--- src/hw/rtl/tfdc_pkg.sv ---
package tfdc_pkg;

  // PWM period of the fan output, in timer counts.
  localparam int FAN_PERIOD = 1000;

  // Accumulator and dividend width: wide enough for the last interpolation numerator.
  localparam int DW  = 54;
  // Signed distance between a knot and a sample.
  localparam int XW  = 13;
  // Signed divisor width and divisor magnitude width.
  localparam int DVW = 17;
  localparam int DMW = 16;
  // Saturated temperature, duty percent, and step counter widths.
  localparam int TW  = 17;
  localparam int PW  = 24;
  localparam int CW  = 6;
  // Widths of the first and second interpolation levels.
  localparam int AW  = 27;
  localparam int BW  = 40;
  localparam int SW  = 12;
  localparam int IN_W  = 24;
  localparam int OUT_W = 32;
  localparam int DEG_W = 10;
  localparam int CMP_W = 16;
  localparam int PCT_CFG_W = 7;

  localparam logic signed [DW-1:0] KNOT_T0 = DW'(2500);
  localparam logic signed [DW-1:0] KNOT_T1 = DW'(5000);
  localparam logic signed [DW-1:0] KNOT_T2 = DW'(8000);
  localparam logic signed [DW-1:0] KNOT_T3 = DW'(12500);

  localparam logic signed [DW-1:0] TEMP_MIN = -DW'(20000);
  localparam logic signed [DW-1:0] TEMP_MAX = DW'(40000);
  localparam logic signed [DVW-1:0] DEG_DIV = DVW'(100);
  localparam logic signed [DVW-1:0] CC_DIV  = DVW'(200);
  localparam logic signed [DW-1:0] CC_LO = DW'(5);
  localparam logic signed [DW-1:0] CC_HI = DW'(FAN_PERIOD / 2 - 5);
  localparam logic signed [DVW-1:0] PERIOD_S = DVW'(FAN_PERIOD);

  localparam logic [2:0] CFG_KNOT0    = 3'd0;
  localparam logic [2:0] CFG_KNOT1    = 3'd1;
  localparam logic [2:0] CFG_KNOT2    = 3'd2;
  localparam logic [2:0] CFG_KNOT3    = 3'd3;
  localparam logic [2:0] CFG_PCT_MIN  = 3'd4;
  localparam logic [2:0] CFG_PCT_MAX  = 3'd5;
  localparam logic [2:0] CFG_TEMP_LOW = 3'd6;
  localparam logic [2:0] CFG_TEMP_HI  = 3'd7;

  typedef enum logic [2:0] {
    ST_IDLE,
    ST_LOAD,
    ST_MUL,
    ST_DLOAD,
    ST_DIV,
    ST_WB,
    ST_OUT
  } state_t;

  typedef enum logic [3:0] {
    OP_A3,
    OP_A2,
    OP_A1,
    OP_B3,
    OP_B2,
    OP_C,
    OP_DEG,
    OP_PCT,
    OP_CC
  } op_t;

  // Quotient bits needed by each division: the numerator magnitude stays below 2^n.
  function automatic logic [CW-1:0] div_bits(input op_t op);
    logic [CW-1:0] n;
    case (op)
      OP_A3, OP_A2, OP_A1: n = CW'(26);
      OP_B3, OP_B2:        n = CW'(39);
      OP_C:                n = CW'(52);
      OP_DEG:              n = CW'(16);
      OP_PCT:              n = CW'(23);
      OP_CC:               n = CW'(39);
      default:             n = CW'(52);
    endcase
    return n;
  endfunction

  function automatic logic op_has_mul(input op_t op);
    logic m;
    case (op)
      OP_A3, OP_A2, OP_A1, OP_B3, OP_B2, OP_C: m = 1'b1;
      default:                                 m = 1'b0;
    endcase
    return m;
  endfunction

endpackage

--- src/hw/rtl/thermal_fan_duty_controller.sv ---
// Each accepted item runs the interpolation for both samples, then the degree division; when
// warmed_up is set, the duty division follows if the temperature lies between the thresholds,
// and the compare division ends every warm item; a zero divisor skips its division.
// One item at a time: the next item is taken the cycle after the result is registered. One
// shared shift-add multiplier and one restoring divider, each one bit per cycle, set how long
// each item takes. Reset (rst_n low, synchronous) loads the default knots and thresholds,
// clears the fan compare value and empties the output register.
module thermal_fan_duty_controller
  import tfdc_pkg::*;
(
  input  logic             clk,
  input  logic             rst_n,
  input  logic             in_tvalid,
  output logic             in_tready,
  input  logic [IN_W-1:0]  in_tdata,   // sensor_a_sample [11:0], sensor_b_sample [23:12]
  input  logic             in_tuser,   // warmed_up
  output logic             out_tvalid,
  input  logic             out_tready,
  output logic [OUT_W-1:0] out_tdata,  // temperature_deg [9:0], fan_compare [25:10], zeros
  input  logic             cfg_valid,
  output logic             cfg_ready,
  input  logic [2:0]       cfg_index,
  input  logic [15:0]      cfg_data
);

  state_t state_r, state_nxt;
  op_t    op_r, op_nxt;

  logic [SW-1:0] k0_r, k0_nxt, k1_r, k1_nxt, k2_r, k2_nxt, k3_r, k3_nxt;
  logic [PCT_CFG_W-1:0] pmin_r, pmin_nxt, pmax_r, pmax_nxt;
  logic [15:0] tl_r, tl_nxt, th_r, th_nxt;
  logic [CMP_W-1:0] cmp_r, cmp_nxt;
  logic out_tvalid_r, out_tvalid_nxt;

  logic [SW-1:0] samp_a_r, samp_a_nxt, samp_b_r, samp_b_nxt;
  logic warm_r, warm_nxt, sel_r, sel_nxt;
  logic signed [AW-1:0] a1_r, a1_nxt, a2_r, a2_nxt, a3_r, a3_nxt;
  logic signed [BW-1:0] b2_r, b2_nxt, b3_r, b3_nxt;
  logic signed [DW-1:0] ta_r, ta_nxt;
  logic signed [TW-1:0] t_r, t_nxt;
  logic signed [DEG_W-1:0] deg_r, deg_nxt;
  logic signed [PW-1:0] pct_r, pct_nxt;
  logic signed [DW-1:0] mp_r, mp_nxt, mq_r, mq_nxt, acc_r, acc_nxt;
  logic [XW-1:0] mu_r, mu_nxt, mv_r, mv_nxt;
  logic [CW-1:0] cnt_r, cnt_nxt;
  logic [DW-1:0] quo_r, quo_nxt;
  logic [DMW-1:0] rem_r, rem_nxt, dmag_r, dmag_nxt;
  logic neg_r, neg_nxt, dz_r, dz_nxt;
  logic signed [DEG_W-1:0] out_deg_r, out_deg_nxt;
  logic [CMP_W-1:0] out_cmp_r, out_cmp_nxt;

  logic [SW-1:0] x;
  logic signed [XW-1:0] d0, d1, d2, d3;
  logic signed [XW-1:0] u_sel, v_sel;
  logic signed [DW-1:0] p_sel, q_sel, num_direct;
  logic signed [DVW-1:0] den;
  logic signed [TW:0] t_minus_tl, t_minus_th;
  logic signed [7:0] dpct;
  logic signed [25:0] pct_prod;
  logic signed [PW+DVW-1:0] cc_prod;
  logic [CW-1:0] nb;
  logic t_below, t_above, wb_done, out_free;
  logic signed [DW-1:0] addp, addq, res, tmax, tsat, cc1, cc2;
  logic [DW-1:0] mag;
  logic [DMW:0] sh;
  logic [DMW+1:0] diff;
  logic ge;
  logic [CW-1:0] dshift;
  logic signed [DVW-1:0] dneg;

  assign cfg_ready  = 1'b1;
  assign out_tvalid = out_tvalid_r;
  assign out_tdata  = {(OUT_W - DEG_W - CMP_W)'(0), out_cmp_r, out_deg_r};

  assign x  = sel_r ? samp_b_r : samp_a_r;
  assign d0 = $signed({1'b0, k0_r}) - $signed({1'b0, x});
  assign d1 = $signed({1'b0, k1_r}) - $signed({1'b0, x});
  assign d2 = $signed({1'b0, k2_r}) - $signed({1'b0, x});
  assign d3 = $signed({1'b0, k3_r}) - $signed({1'b0, x});

  assign t_minus_tl = $signed({t_r[TW-1], t_r}) - $signed({2'b00, tl_r});
  assign t_minus_th = $signed({t_r[TW-1], t_r}) - $signed({2'b00, th_r});
  assign t_below    = t_minus_tl[TW];
  assign t_above    = !t_minus_th[TW] && (t_minus_th != '0);
  assign dpct       = $signed({1'b0, pmax_r}) - $signed({1'b0, pmin_r});
  assign pct_prod   = t_minus_tl * dpct;
  assign cc_prod    = PERIOD_S * pct_r;

  assign nb      = div_bits(op_r);
  assign dshift  = CW'(DW) - nb;
  assign wb_done = (op_r == OP_CC) || ((op_r == OP_DEG) && !warm_r);
  assign out_free = !out_tvalid_r || out_tready;

  // Operands of each step: numerator P*u - Q*v, or a direct numerator, over divisor den.
  always_comb begin
    p_sel = '0;
    q_sel = KNOT_T0;
    u_sel = d0;
    v_sel = d3;
    num_direct = '0;
    den = '0;
    case (op_r)
      OP_A3: begin
        p_sel = KNOT_T3;
        u_sel = d0;
        v_sel = d3;
        den = DVW'($signed({1'b0, k0_r}) - $signed({1'b0, k3_r}));
      end
      OP_A2: begin
        p_sel = KNOT_T2;
        u_sel = d0;
        v_sel = d2;
        den = DVW'($signed({1'b0, k0_r}) - $signed({1'b0, k2_r}));
      end
      OP_A1: begin
        p_sel = KNOT_T1;
        u_sel = d0;
        v_sel = d1;
        den = DVW'($signed({1'b0, k0_r}) - $signed({1'b0, k1_r}));
      end
      OP_B3: begin
        p_sel = DW'(a3_r);
        q_sel = DW'(a1_r);
        u_sel = d1;
        v_sel = d3;
        den = DVW'($signed({1'b0, k1_r}) - $signed({1'b0, k3_r}));
      end
      OP_B2: begin
        p_sel = DW'(a2_r);
        q_sel = DW'(a1_r);
        u_sel = d1;
        v_sel = d2;
        den = DVW'($signed({1'b0, k1_r}) - $signed({1'b0, k2_r}));
      end
      OP_C: begin
        p_sel = DW'(b3_r);
        q_sel = DW'(b2_r);
        u_sel = d2;
        v_sel = d3;
        den = DVW'($signed({1'b0, k2_r}) - $signed({1'b0, k3_r}));
      end
      OP_DEG: begin
        num_direct = DW'(t_r);
        den = DEG_DIV;
      end
      OP_PCT: begin
        num_direct = DW'(pct_prod);
        den = $signed({1'b0, th_r}) - $signed({1'b0, tl_r});
      end
      OP_CC: begin
        num_direct = DW'(cc_prod);
        den = CC_DIV;
      end
      default: begin
        den = '0;
      end
    endcase
  end

  always_comb begin
    state_nxt = state_r;
    case (state_r)
      ST_IDLE:  if (in_tvalid) state_nxt = ST_LOAD;
      ST_LOAD:  state_nxt = op_has_mul(op_r) ? ST_MUL : ST_DLOAD;
      ST_MUL:   if (cnt_r == CW'(XW - 1)) state_nxt = ST_DLOAD;
      ST_DLOAD: state_nxt = (den == '0) ? ST_WB : ST_DIV;
      ST_DIV:   if (cnt_r == nb - 1'b1) state_nxt = ST_WB;
      ST_WB:    state_nxt = wb_done ? ST_OUT : ST_LOAD;
      ST_OUT:   if (out_free) state_nxt = ST_IDLE;
      default:  state_nxt = ST_IDLE;
    endcase
  end

  always_comb begin
    in_tready = (state_r == ST_IDLE);

    op_nxt = op_r;
    k0_nxt = k0_r;
    k1_nxt = k1_r;
    k2_nxt = k2_r;
    k3_nxt = k3_r;
    pmin_nxt = pmin_r;
    pmax_nxt = pmax_r;
    tl_nxt = tl_r;
    th_nxt = th_r;
    cmp_nxt = cmp_r;
    samp_a_nxt = samp_a_r;
    samp_b_nxt = samp_b_r;
    warm_nxt = warm_r;
    sel_nxt = sel_r;
    a1_nxt = a1_r;
    a2_nxt = a2_r;
    a3_nxt = a3_r;
    b2_nxt = b2_r;
    b3_nxt = b3_r;
    ta_nxt = ta_r;
    t_nxt = t_r;
    deg_nxt = deg_r;
    pct_nxt = pct_r;
    mp_nxt = mp_r;
    mq_nxt = mq_r;
    mu_nxt = mu_r;
    mv_nxt = mv_r;
    acc_nxt = acc_r;
    cnt_nxt = cnt_r;
    quo_nxt = quo_r;
    rem_nxt = rem_r;
    dmag_nxt = dmag_r;
    neg_nxt = neg_r;
    dz_nxt = dz_r;
    out_deg_nxt = out_deg_r;
    out_cmp_nxt = out_cmp_r;
    out_tvalid_nxt = out_tvalid_r && !out_tready;

    addp = mu_r[0] ? mp_r : '0;
    addq = mv_r[0] ? mq_r : '0;
    mag = acc_r[DW-1] ? DW'(-acc_r) : DW'(acc_r);
    dneg = -den;
    sh = {rem_r, quo_r[DW-1]};
    diff = {1'b0, sh} - {2'b00, dmag_r};
    ge = !diff[DMW+1];
    res = dz_r ? '0 : (neg_r ? -$signed(quo_r) : $signed(quo_r));
    tmax = (ta_r > res) ? ta_r : res;
    if (tmax < TEMP_MIN) begin
      tsat = TEMP_MIN;
    end else if (tmax > TEMP_MAX) begin
      tsat = TEMP_MAX;
    end else begin
      tsat = tmax;
    end
    cc1 = (res < CC_LO) ? CC_LO : res;
    cc2 = (cc1 > CC_HI) ? CC_HI : cc1;

    if (cfg_valid) begin
      case (cfg_index)
        CFG_KNOT0:    k0_nxt = cfg_data[SW-1:0];
        CFG_KNOT1:    k1_nxt = cfg_data[SW-1:0];
        CFG_KNOT2:    k2_nxt = cfg_data[SW-1:0];
        CFG_KNOT3:    k3_nxt = cfg_data[SW-1:0];
        CFG_PCT_MIN:  pmin_nxt = cfg_data[PCT_CFG_W-1:0];
        CFG_PCT_MAX:  pmax_nxt = cfg_data[PCT_CFG_W-1:0];
        CFG_TEMP_LOW: tl_nxt = cfg_data;
        CFG_TEMP_HI:  th_nxt = cfg_data;
        default:      tl_nxt = tl_r;
      endcase
    end

    case (state_r)
      ST_IDLE: begin
        if (in_tvalid) begin
          samp_a_nxt = in_tdata[SW-1:0];
          samp_b_nxt = in_tdata[2*SW-1:SW];
          warm_nxt = in_tuser;
          sel_nxt = 1'b0;
          op_nxt = OP_A3;
        end
      end
      ST_LOAD: begin
        mp_nxt = p_sel;
        mq_nxt = q_sel;
        mu_nxt = u_sel;
        mv_nxt = v_sel;
        cnt_nxt = '0;
        acc_nxt = op_has_mul(op_r) ? '0 : num_direct;
      end
      ST_MUL: begin
        // The top bit of a two's complement multiplier carries negative weight.
        acc_nxt = (cnt_r == CW'(XW - 1)) ? acc_r - addp + addq : acc_r + addp - addq;
        mp_nxt = mp_r <<< 1;
        mq_nxt = mq_r <<< 1;
        mu_nxt = mu_r >> 1;
        mv_nxt = mv_r >> 1;
        cnt_nxt = cnt_r + 1'b1;
      end
      ST_DLOAD: begin
        dz_nxt = (den == '0);
        neg_nxt = acc_r[DW-1] ^ den[DVW-1];
        dmag_nxt = den[DVW-1] ? dneg[DMW-1:0] : den[DMW-1:0];
        quo_nxt = mag << dshift;
        rem_nxt = '0;
        cnt_nxt = '0;
      end
      ST_DIV: begin
        rem_nxt = ge ? diff[DMW-1:0] : sh[DMW-1:0];
        quo_nxt = {quo_r[DW-2:0], ge};
        cnt_nxt = cnt_r + 1'b1;
      end
      ST_WB: begin
        case (op_r)
          OP_A3: begin
            a3_nxt = res[AW-1:0];
            op_nxt = OP_A2;
          end
          OP_A2: begin
            a2_nxt = res[AW-1:0];
            op_nxt = OP_A1;
          end
          OP_A1: begin
            a1_nxt = res[AW-1:0];
            op_nxt = OP_B3;
          end
          OP_B3: begin
            b3_nxt = res[BW-1:0];
            op_nxt = OP_B2;
          end
          OP_B2: begin
            b2_nxt = res[BW-1:0];
            op_nxt = OP_C;
          end
          OP_C: begin
            if (!sel_r) begin
              ta_nxt = res;
              sel_nxt = 1'b1;
              op_nxt = OP_A3;
            end else begin
              t_nxt = tsat[TW-1:0];
              op_nxt = OP_DEG;
            end
          end
          OP_DEG: begin
            deg_nxt = res[DEG_W-1:0];
            if (t_below) begin
              pct_nxt = PW'(pmin_r);
              op_nxt = OP_CC;
            end else if (t_above) begin
              pct_nxt = PW'(pmax_r);
              op_nxt = OP_CC;
            end else begin
              op_nxt = OP_PCT;
            end
          end
          OP_PCT: begin
            pct_nxt = res[PW-1:0] + PW'(pmin_r);
            op_nxt = OP_CC;
          end
          OP_CC: begin
            cmp_nxt = (cmp_r < cc2[CMP_W-1:0]) ? cmp_r + 1'b1 : cmp_r - 1'b1;
          end
          default: begin
            op_nxt = OP_A3;
          end
        endcase
      end
      ST_OUT: begin
        if (out_free) begin
          out_deg_nxt = deg_r;
          out_cmp_nxt = cmp_r;
          out_tvalid_nxt = 1'b1;
        end
      end
      default: begin
        op_nxt = OP_A3;
      end
    endcase
  end

  always_ff @(posedge clk) begin
    if (!rst_n) begin
      state_r <= ST_IDLE;
      out_tvalid_r <= 1'b0;
      cmp_r <= '0;
      k0_r <= SW'(2790);
      k1_r <= SW'(1845);
      k2_r <= SW'(954);
      k3_r <= SW'(331);
      pmin_r <= PCT_CFG_W'(20);
      pmax_r <= PCT_CFG_W'(95);
      tl_r <= 16'd3000;
      th_r <= 16'd4000;
    end else begin
      state_r <= state_nxt;
      out_tvalid_r <= out_tvalid_nxt;
      cmp_r <= cmp_nxt;
      k0_r <= k0_nxt;
      k1_r <= k1_nxt;
      k2_r <= k2_nxt;
      k3_r <= k3_nxt;
      pmin_r <= pmin_nxt;
      pmax_r <= pmax_nxt;
      tl_r <= tl_nxt;
      th_r <= th_nxt;
    end
  end

  always_ff @(posedge clk) begin
    op_r <= op_nxt;
    samp_a_r <= samp_a_nxt;
    samp_b_r <= samp_b_nxt;
    warm_r <= warm_nxt;
    sel_r <= sel_nxt;
    a1_r <= a1_nxt;
    a2_r <= a2_nxt;
    a3_r <= a3_nxt;
    b2_r <= b2_nxt;
    b3_r <= b3_nxt;
    ta_r <= ta_nxt;
    t_r <= t_nxt;
    deg_r <= deg_nxt;
    pct_r <= pct_nxt;
    mp_r <= mp_nxt;
    mq_r <= mq_nxt;
    mu_r <= mu_nxt;
    mv_r <= mv_nxt;
    acc_r <= acc_nxt;
    cnt_r <= cnt_nxt;
    quo_r <= quo_nxt;
    rem_r <= rem_nxt;
    dmag_r <= dmag_nxt;
    neg_r <= neg_nxt;
    dz_r <= dz_nxt;
    out_deg_r <= out_deg_nxt;
    out_cmp_r <= out_cmp_nxt;
  end

endmodule
--- config.mk ---
export PLATFORM = sky130hd
export DESIGN_NAME = thermal_fan_duty_controller
export DESIGN_NICKNAME = d
export VERILOG_FILES = /design/src/hw/rtl/tfdc_pkg.sv /design/src/hw/rtl/thermal_fan_duty_controller.sv
export SDC_FILE = /design/constraint.sdc
export NUM_CORES = 2
export LEC_CHECK = 0
export ABC_AREA = 0
export BUFFER_PORTS_ARGS = -buffer_cell sky130_fd_sc_hd__buf_4
export CAP_MARGIN = 20
export CORE_AREA = 4 4 407 409
export DETAILED_ROUTE_END_ITERATION = 10
export DIE_AREA = 0 0 411 413
export PLACE_DENSITY = 0.62
export SETUP_SLACK_MARGIN = 0.4
export SYNTH_ARGS = -nofsm -noshare
export SYNTH_HDL_FRONTEND = slang
export SYNTH_SLANG_ARGS = --single-unit
export TNS_END_PERCENT = 100
--- constraint.sdc ---
create_clock -name clk -period 20.9 [get_ports clk]
set_clock_uncertainty 0.05 [all_clocks]
set_input_delay 5.225 -clock clk [delete_from_list [all_inputs] [get_ports clk]]
set_output_delay 5.225 -clock clk [all_outputs]
set_load 0.03 [all_outputs]
---- Word-level counts from Yosys, hierarchy flattened ----
Memories as Yosys holds them, arrays and structs flattened. A register that Yosys moved wholly into a read port is not among the register bits.
Index checks and enable logic that the tools add are counted.
storage, ports and cells
  register bits ........................... 718
  input bits .............................. 49
  logic and storage cells ................. 214
  output and inout bits ................... 35
  bits in read-only memories .............. 96
  memories kept ........................... 1
memory list
  name             depth  bits a word  rd ports  clocked after memory_dff  write ports  line            text
  (no name shown)  16     6            1         1                         0            tfdc_pkg.sv:74  case (op)
operators by class
  add/sub/neg operators ................... 28
  shift-type cells ........................ 1
  multiplexer cells ....................... 54
  $mul .................................... 2
  $lt $le $gt $ge ......................... 6
  equality and inequality tests ........... 30
  bitwise logic cells ..................... 3
  reductions and logical operators ........ 50
operators by type and width
  cell                     number
  $pmux W54 S2             5
  $mux W54                 9
  $pmux W54 S6             1
  $pmux W54 S3             1
  $pmux W17 S9             1
  $sub A12 B12 Y13         10
  $add A54 B54 Y54         2
  $neg A54 Y54             2
  $sub A54 B54 Y54         2
  $pmux W13 S2             4
  $mux W16                 4
  $gt A54 B10 Y1 const B   1
  $gt A54 B17 Y1 const B   1
  $gt A54 B54 Y1           1
  $lt A54 B16 Y1 const B   1
  $lt A54 B4 Y1 const B    1
  $shl A54 B6 Y54          1
  $mux W24                 2
  $pmux W24 S2             1
  $pmux W4 S9              1
  $sub A17 B17 Y18         2
  $reduce_and A2 Y1        17
  $mul A8 B24 Y32 const A  1
  $pmux W16 S2             1
  48 further kinds         102

---- Logic depth before layout (Yosys ltp) ----
  depth in word-level cells ............... 9
  mapped depth ............................ 43
  mapped depth without buffers ............ 42

---- Worst setup path after synthesis ----
Ideal clock, no wire load.
  kind .................................... register to register
  start point ............................. register state_r[1]
  end point ............................... register acc_r[0], enable pin
  cell stages (with the launch flop) ...... 4
  slack ................................... 10.268 ns
  data required time ...................... 20.050 ns
  arrival time ............................ 9.782 ns
  path through ............................ dfxtp_1 > clkbuf_1 > nand2b_1 > a21oi_1
between the ends
  longest elaborated chain between the ends .. 2
ends and longest elaborated chain
  what                                          line                                text
  start: declaration                            thermal_fan_duty_controller.sv:26   state_t state_r, state_nxt;
  start signal: assignment                      thermal_fan_duty_controller.sv:371  state_r <= state_nxt;
  $eq A3 B1 Y1 or $eq A3 B2 Y1 (tied branches)  thermal_fan_duty_controller.sv:248  case (state_r)
  $reduce_bool A2 Y1 (no line) *                -
  end signal: assignment                        thermal_fan_duty_controller.sv:404  acc_r <= acc_nxt;
  end: declaration                              thermal_fan_duty_controller.sv:43   logic signed [DW-1:0] mp_r, mp_nxt, mq_r, mq_nxt, acc_r, acc_nxt;
Every way passes the cells marked *; elsewhere a longest branch is shown, timed or not.
A chain may end at the register's enable or synchronous reset.

---- Worst setup path after layout ----
  start point ............................. register quo_r[10]
  end point ............................... register cmp_r[14]
between the ends
  longest elaborated chain between the ends .. 9
ends and longest elaborated chain
  what                      line                                text
  start: declaration        thermal_fan_duty_controller.sv:46   logic [DW-1:0] quo_r, quo_nxt;
  start signal: assignment  thermal_fan_duty_controller.sv:406  quo_r <= quo_nxt;
  $neg A54 Y54 *            thermal_fan_duty_controller.sv:222  res = dz_r ? '0 : (neg_r ? -$signed(quo_r) : $signed(quo_r));
  $mux W54 * (2 in series)  thermal_fan_duty_controller.sv:222
  named net res[39]         thermal_fan_duty_controller.sv:63   logic signed [DW-1:0] addp, addq, res, tmax, tsat, cc1, cc2;
  $lt A54 B4 Y1             thermal_fan_duty_controller.sv:231  cc1 = (res < CC_LO) ? CC_LO : res;
  $mux W54 *                thermal_fan_duty_controller.sv:231
  $gt A54 B10 Y1            thermal_fan_duty_controller.sv:232  cc2 = (cc1 > CC_HI) ? CC_HI : cc1;
  $mux W16 *                thermal_fan_duty_controller.sv:232
  $lt A16 B16 Y1 *          thermal_fan_duty_controller.sv:337  cmp_nxt = (cmp_r < cc2[CMP_W-1:0]) ? cmp_r + 1'b1 : cmp_r - 1'b1;
  $mux W16 *                thermal_fan_duty_controller.sv:337
  end signal: assignment    thermal_fan_duty_controller.sv:373  cmp_r <= cmp_nxt;
  end: declaration          thermal_fan_duty_controller.sv:32   logic [CMP_W-1:0] cmp_r, cmp_nxt;
Mark *: on every way through the listed nets, which the timed path passes. The rest lies on a longest branch.

==> impl_metrics.ini <==
[placed_design]
place_congestion = 0.9533
numPortBuffers = 76
dp_hpwl_um = 172400
place_worst_setup_slack_ns = 10.46
placed_cells = 9194

[clocking]
clk_path_buf_depth = 3
hold_buffers = 0
path_clk_slew_ns = 0.06
cts_tree = built
postCtsSetupRepairBufs = 0
cts_sinks = 724
cts_made_buffers = 86
cts_resized = 0
clk_latency_ns = 0.70
root_buffer = clkbuf_16
htreeDepth = 3

[route]
num_vias = 54510
drtIter0Drc = 5266
drcViolationCount = 0
vias_per_cell = 5.823
antenna_left = 0
drt_wl_total_um = 221100
avgRoutedWirePerCell_um = 23.62
drt_pass1_iterations = 8

[critical_path]
r2r_end = cmp_r[14]
reg2reg_depth = 37
cp_max_fo = 21
crit_path_end_kind = register
timing.rr.start = quo_r[10]
r2r_slack_ns = 10.47
cp.required_ns = 21.40
slowest_delay_ns = 0.71
crit_arrival_ns = 10.93
startpoint_type = register
critPathKind = register to register
crit_slowest_cell = or4_4

[synthesis]
ys_top_cells_by_area = edfxtp_1, ha_1, fa_1
synth_area_per_cell_sq_um = 9.027
synth_xor_area_share_pct = 5.704
yosysMostFrequentCell = inv_1
synth_compound_area_share_pct = 18.16
synth_top_family_by_area = adder cells
netlist_area_sq_um = 64330
async_flop_share_pct = 0
synthMuxAreaShare_pct = 1.947
synth-seq-cells = 724
synth-edff-count = 604
synthFlopType = edfxtp_1
yosysSeqAreaShare_pct = 31.93
synthTopCellsByCount = inv_1, nand2_1, nor2_1, edfxtp_1, ha_1
yosys.area.top_type = edfxtp_1
synthAdderAreaFrac_pct = 20.62
postSynthCellCount = 7127
synth_top_area_share_pct = 28.19
synth_cell_types = 93
synth_warnings = 0
yosys.area_share.simple_pct = 15.29

[sta]
min_period_ns = 10.43
drv_slew = 0
final.setup.tns_ns = 0
setup_viol = 0
rsz0062_at_grt = no
finalHoldViolCount = 0
worst_pin_slew_ns = 1.221
postLayoutSetupSlackWorst_ns = 10.47
fmax_mhz = 95.88
timing.final.crit_share_pct = 49.90
slew_headroom_pct = 17.33

[min_path]
min_path_type = register to register
hold_path_depth = 0
worstHoldEndpoint = out_deg_r[4]
hp-start = deg_r[4]

[layout]
final_nets = 8023
syn_to_final_growth_pct = 9.567
final_util_pct = 43.50
drive_above_1_share_pct = 6.083
fin_cells = 9362

[power]
worst_ir_drop_vdd_uv = 134.7
p_total_mw = 13.48
leakage_nw = 29.71
power.density_nw_per_um2 = 191.3

[floorplan]
coreArea_sq_um = 162000
dieWidth_um = 411
start_util_pct = 39.71
io_pins = 84
die-height_um = 413
dieArea_sq_um = 169700
rows = 148

[global_routing]
grt_pass1_vias = 53430
grt_pass1_wl_um = 332900
antenna_found_initial = 1
grt_max_degree = 78
track_usage_pct = 25.58
grt_overflow = 0

[run_status]
outcome = finished clean

[run]
maxCapViolations = 0
critical path: cells and delay by family, from the launching register on:
family	cells	cell delay, ns
compound gates	19	4.52
simple gates	13	3.92
fa+ha+maj	3	0.90
flops	1	0.45
mux	1	0.24
buf+inv	1	0.19
power by group:
group	leakage (nW)	switching, mW	internal (mW)
combinational	21.7	6.02	3.51
clock	1.42	0.660	0.937
sequential	6.63	0.258	2.10
total	29.7	6.94	6.55
placed cells by master (no fill, tap or decap), drive strengths merged, types with 28 or more instances in the layout:
master,Yosys,final
inv,773,783
nand2,754,754
nor2,632,632
edfxtp,604,604
ha,534,534
a21oi,451,451
fa,329,329
o21ai,325,325
xnor2,271,271
buf,43,185
a21o,176,176
xor2,148,148
nand3,135,135
nor3,127,127
dfxtp,120,120
clkbuf,253,112
a31oi,99,99
mux2i,98,98
nand2b,82,82
o211ai,76,76
a22oi,73,73
nor2b,68,68
nand4,66,66
o21a,61,61
or3,57,57
nor4,53,53
o31ai,52,52
a221oi,52,52
o22ai,50,50
a211oi,44,44
and3,38,38
o41ai,37,37
or2,34,34
a21boi,31,31
o21bai,31,31
o221ai,29,29
and2,28,28
clkinv,4,28
through the flow:
step | cell area (sq um) | hold WS [ns]
3_5_place_dp | 67490 | 0.3545
3_3_place_gp | 67480 | 0.3554
4_1_cts | 70430 | 0.3693
2_1_floorplan | 64350 | 0.3503
5_1_grt | 70480 | 0.3714
6_report | 70490 | 0.3633
layout make-up:
type,instances,area (sq um)
clock inverters,51,595.6
fillers,15870,91540
clock buffers,110,2346
diodes,3,7.507
well taps,2175,2721
flip-flops and latches,724,20540
inverters,777,2917
multi-input cells,5335,39920
repair buffers,187,1441
registers in the layout (all words and copies together), names as in the netlist, 17 cells and up:
signal / count
b3_r: 40
pct_r: 24
a1_r: 27
t_r: 17
b2_r: 40
acc_r: 54
a2_r: 27
quo_r: 54
mp_r: 54
ta_r: 54
a3_r: 27
mq_r: 54
worst max path at each step:
stage                           from  cells after the start  slack, ns   endpoint
final                      quo_r[10]                     37      10.47  cmp_r[14]
after floorplan           state_r[1]                      3      10.27   acc_r[0]
after global placement     quo_r[10]                     38      10.45  cmp_r[15]
after CTS                  quo_r[10]                     37      10.43  cmp_r[14]
after detailed placement   quo_r[10]                     38      10.46  cmp_r[15]
after global routing       quo_r[10]                     37       9.58  cmp_r[14]
routing by layer:
metal / vias up / global-route usage [%] / wire [um]
li1: 25240 / - / -
met1: 26710 / 32.01 / 88480
met2: 2067 / 42.59 / 103600
met3: 498 / 3.142 / 13390
met4: 0 / 14.94 / 15650
met5: - / 0 / 0
cells by family after synthesis:
logic type	count (synthesis)
other cells	2
fa+ha+maj	863
mux	118
simple gates	2153
flops	724
buf+inv	1073
xor+xnor	419
compound gates	1775
Power figures use the tool's default switching activity.
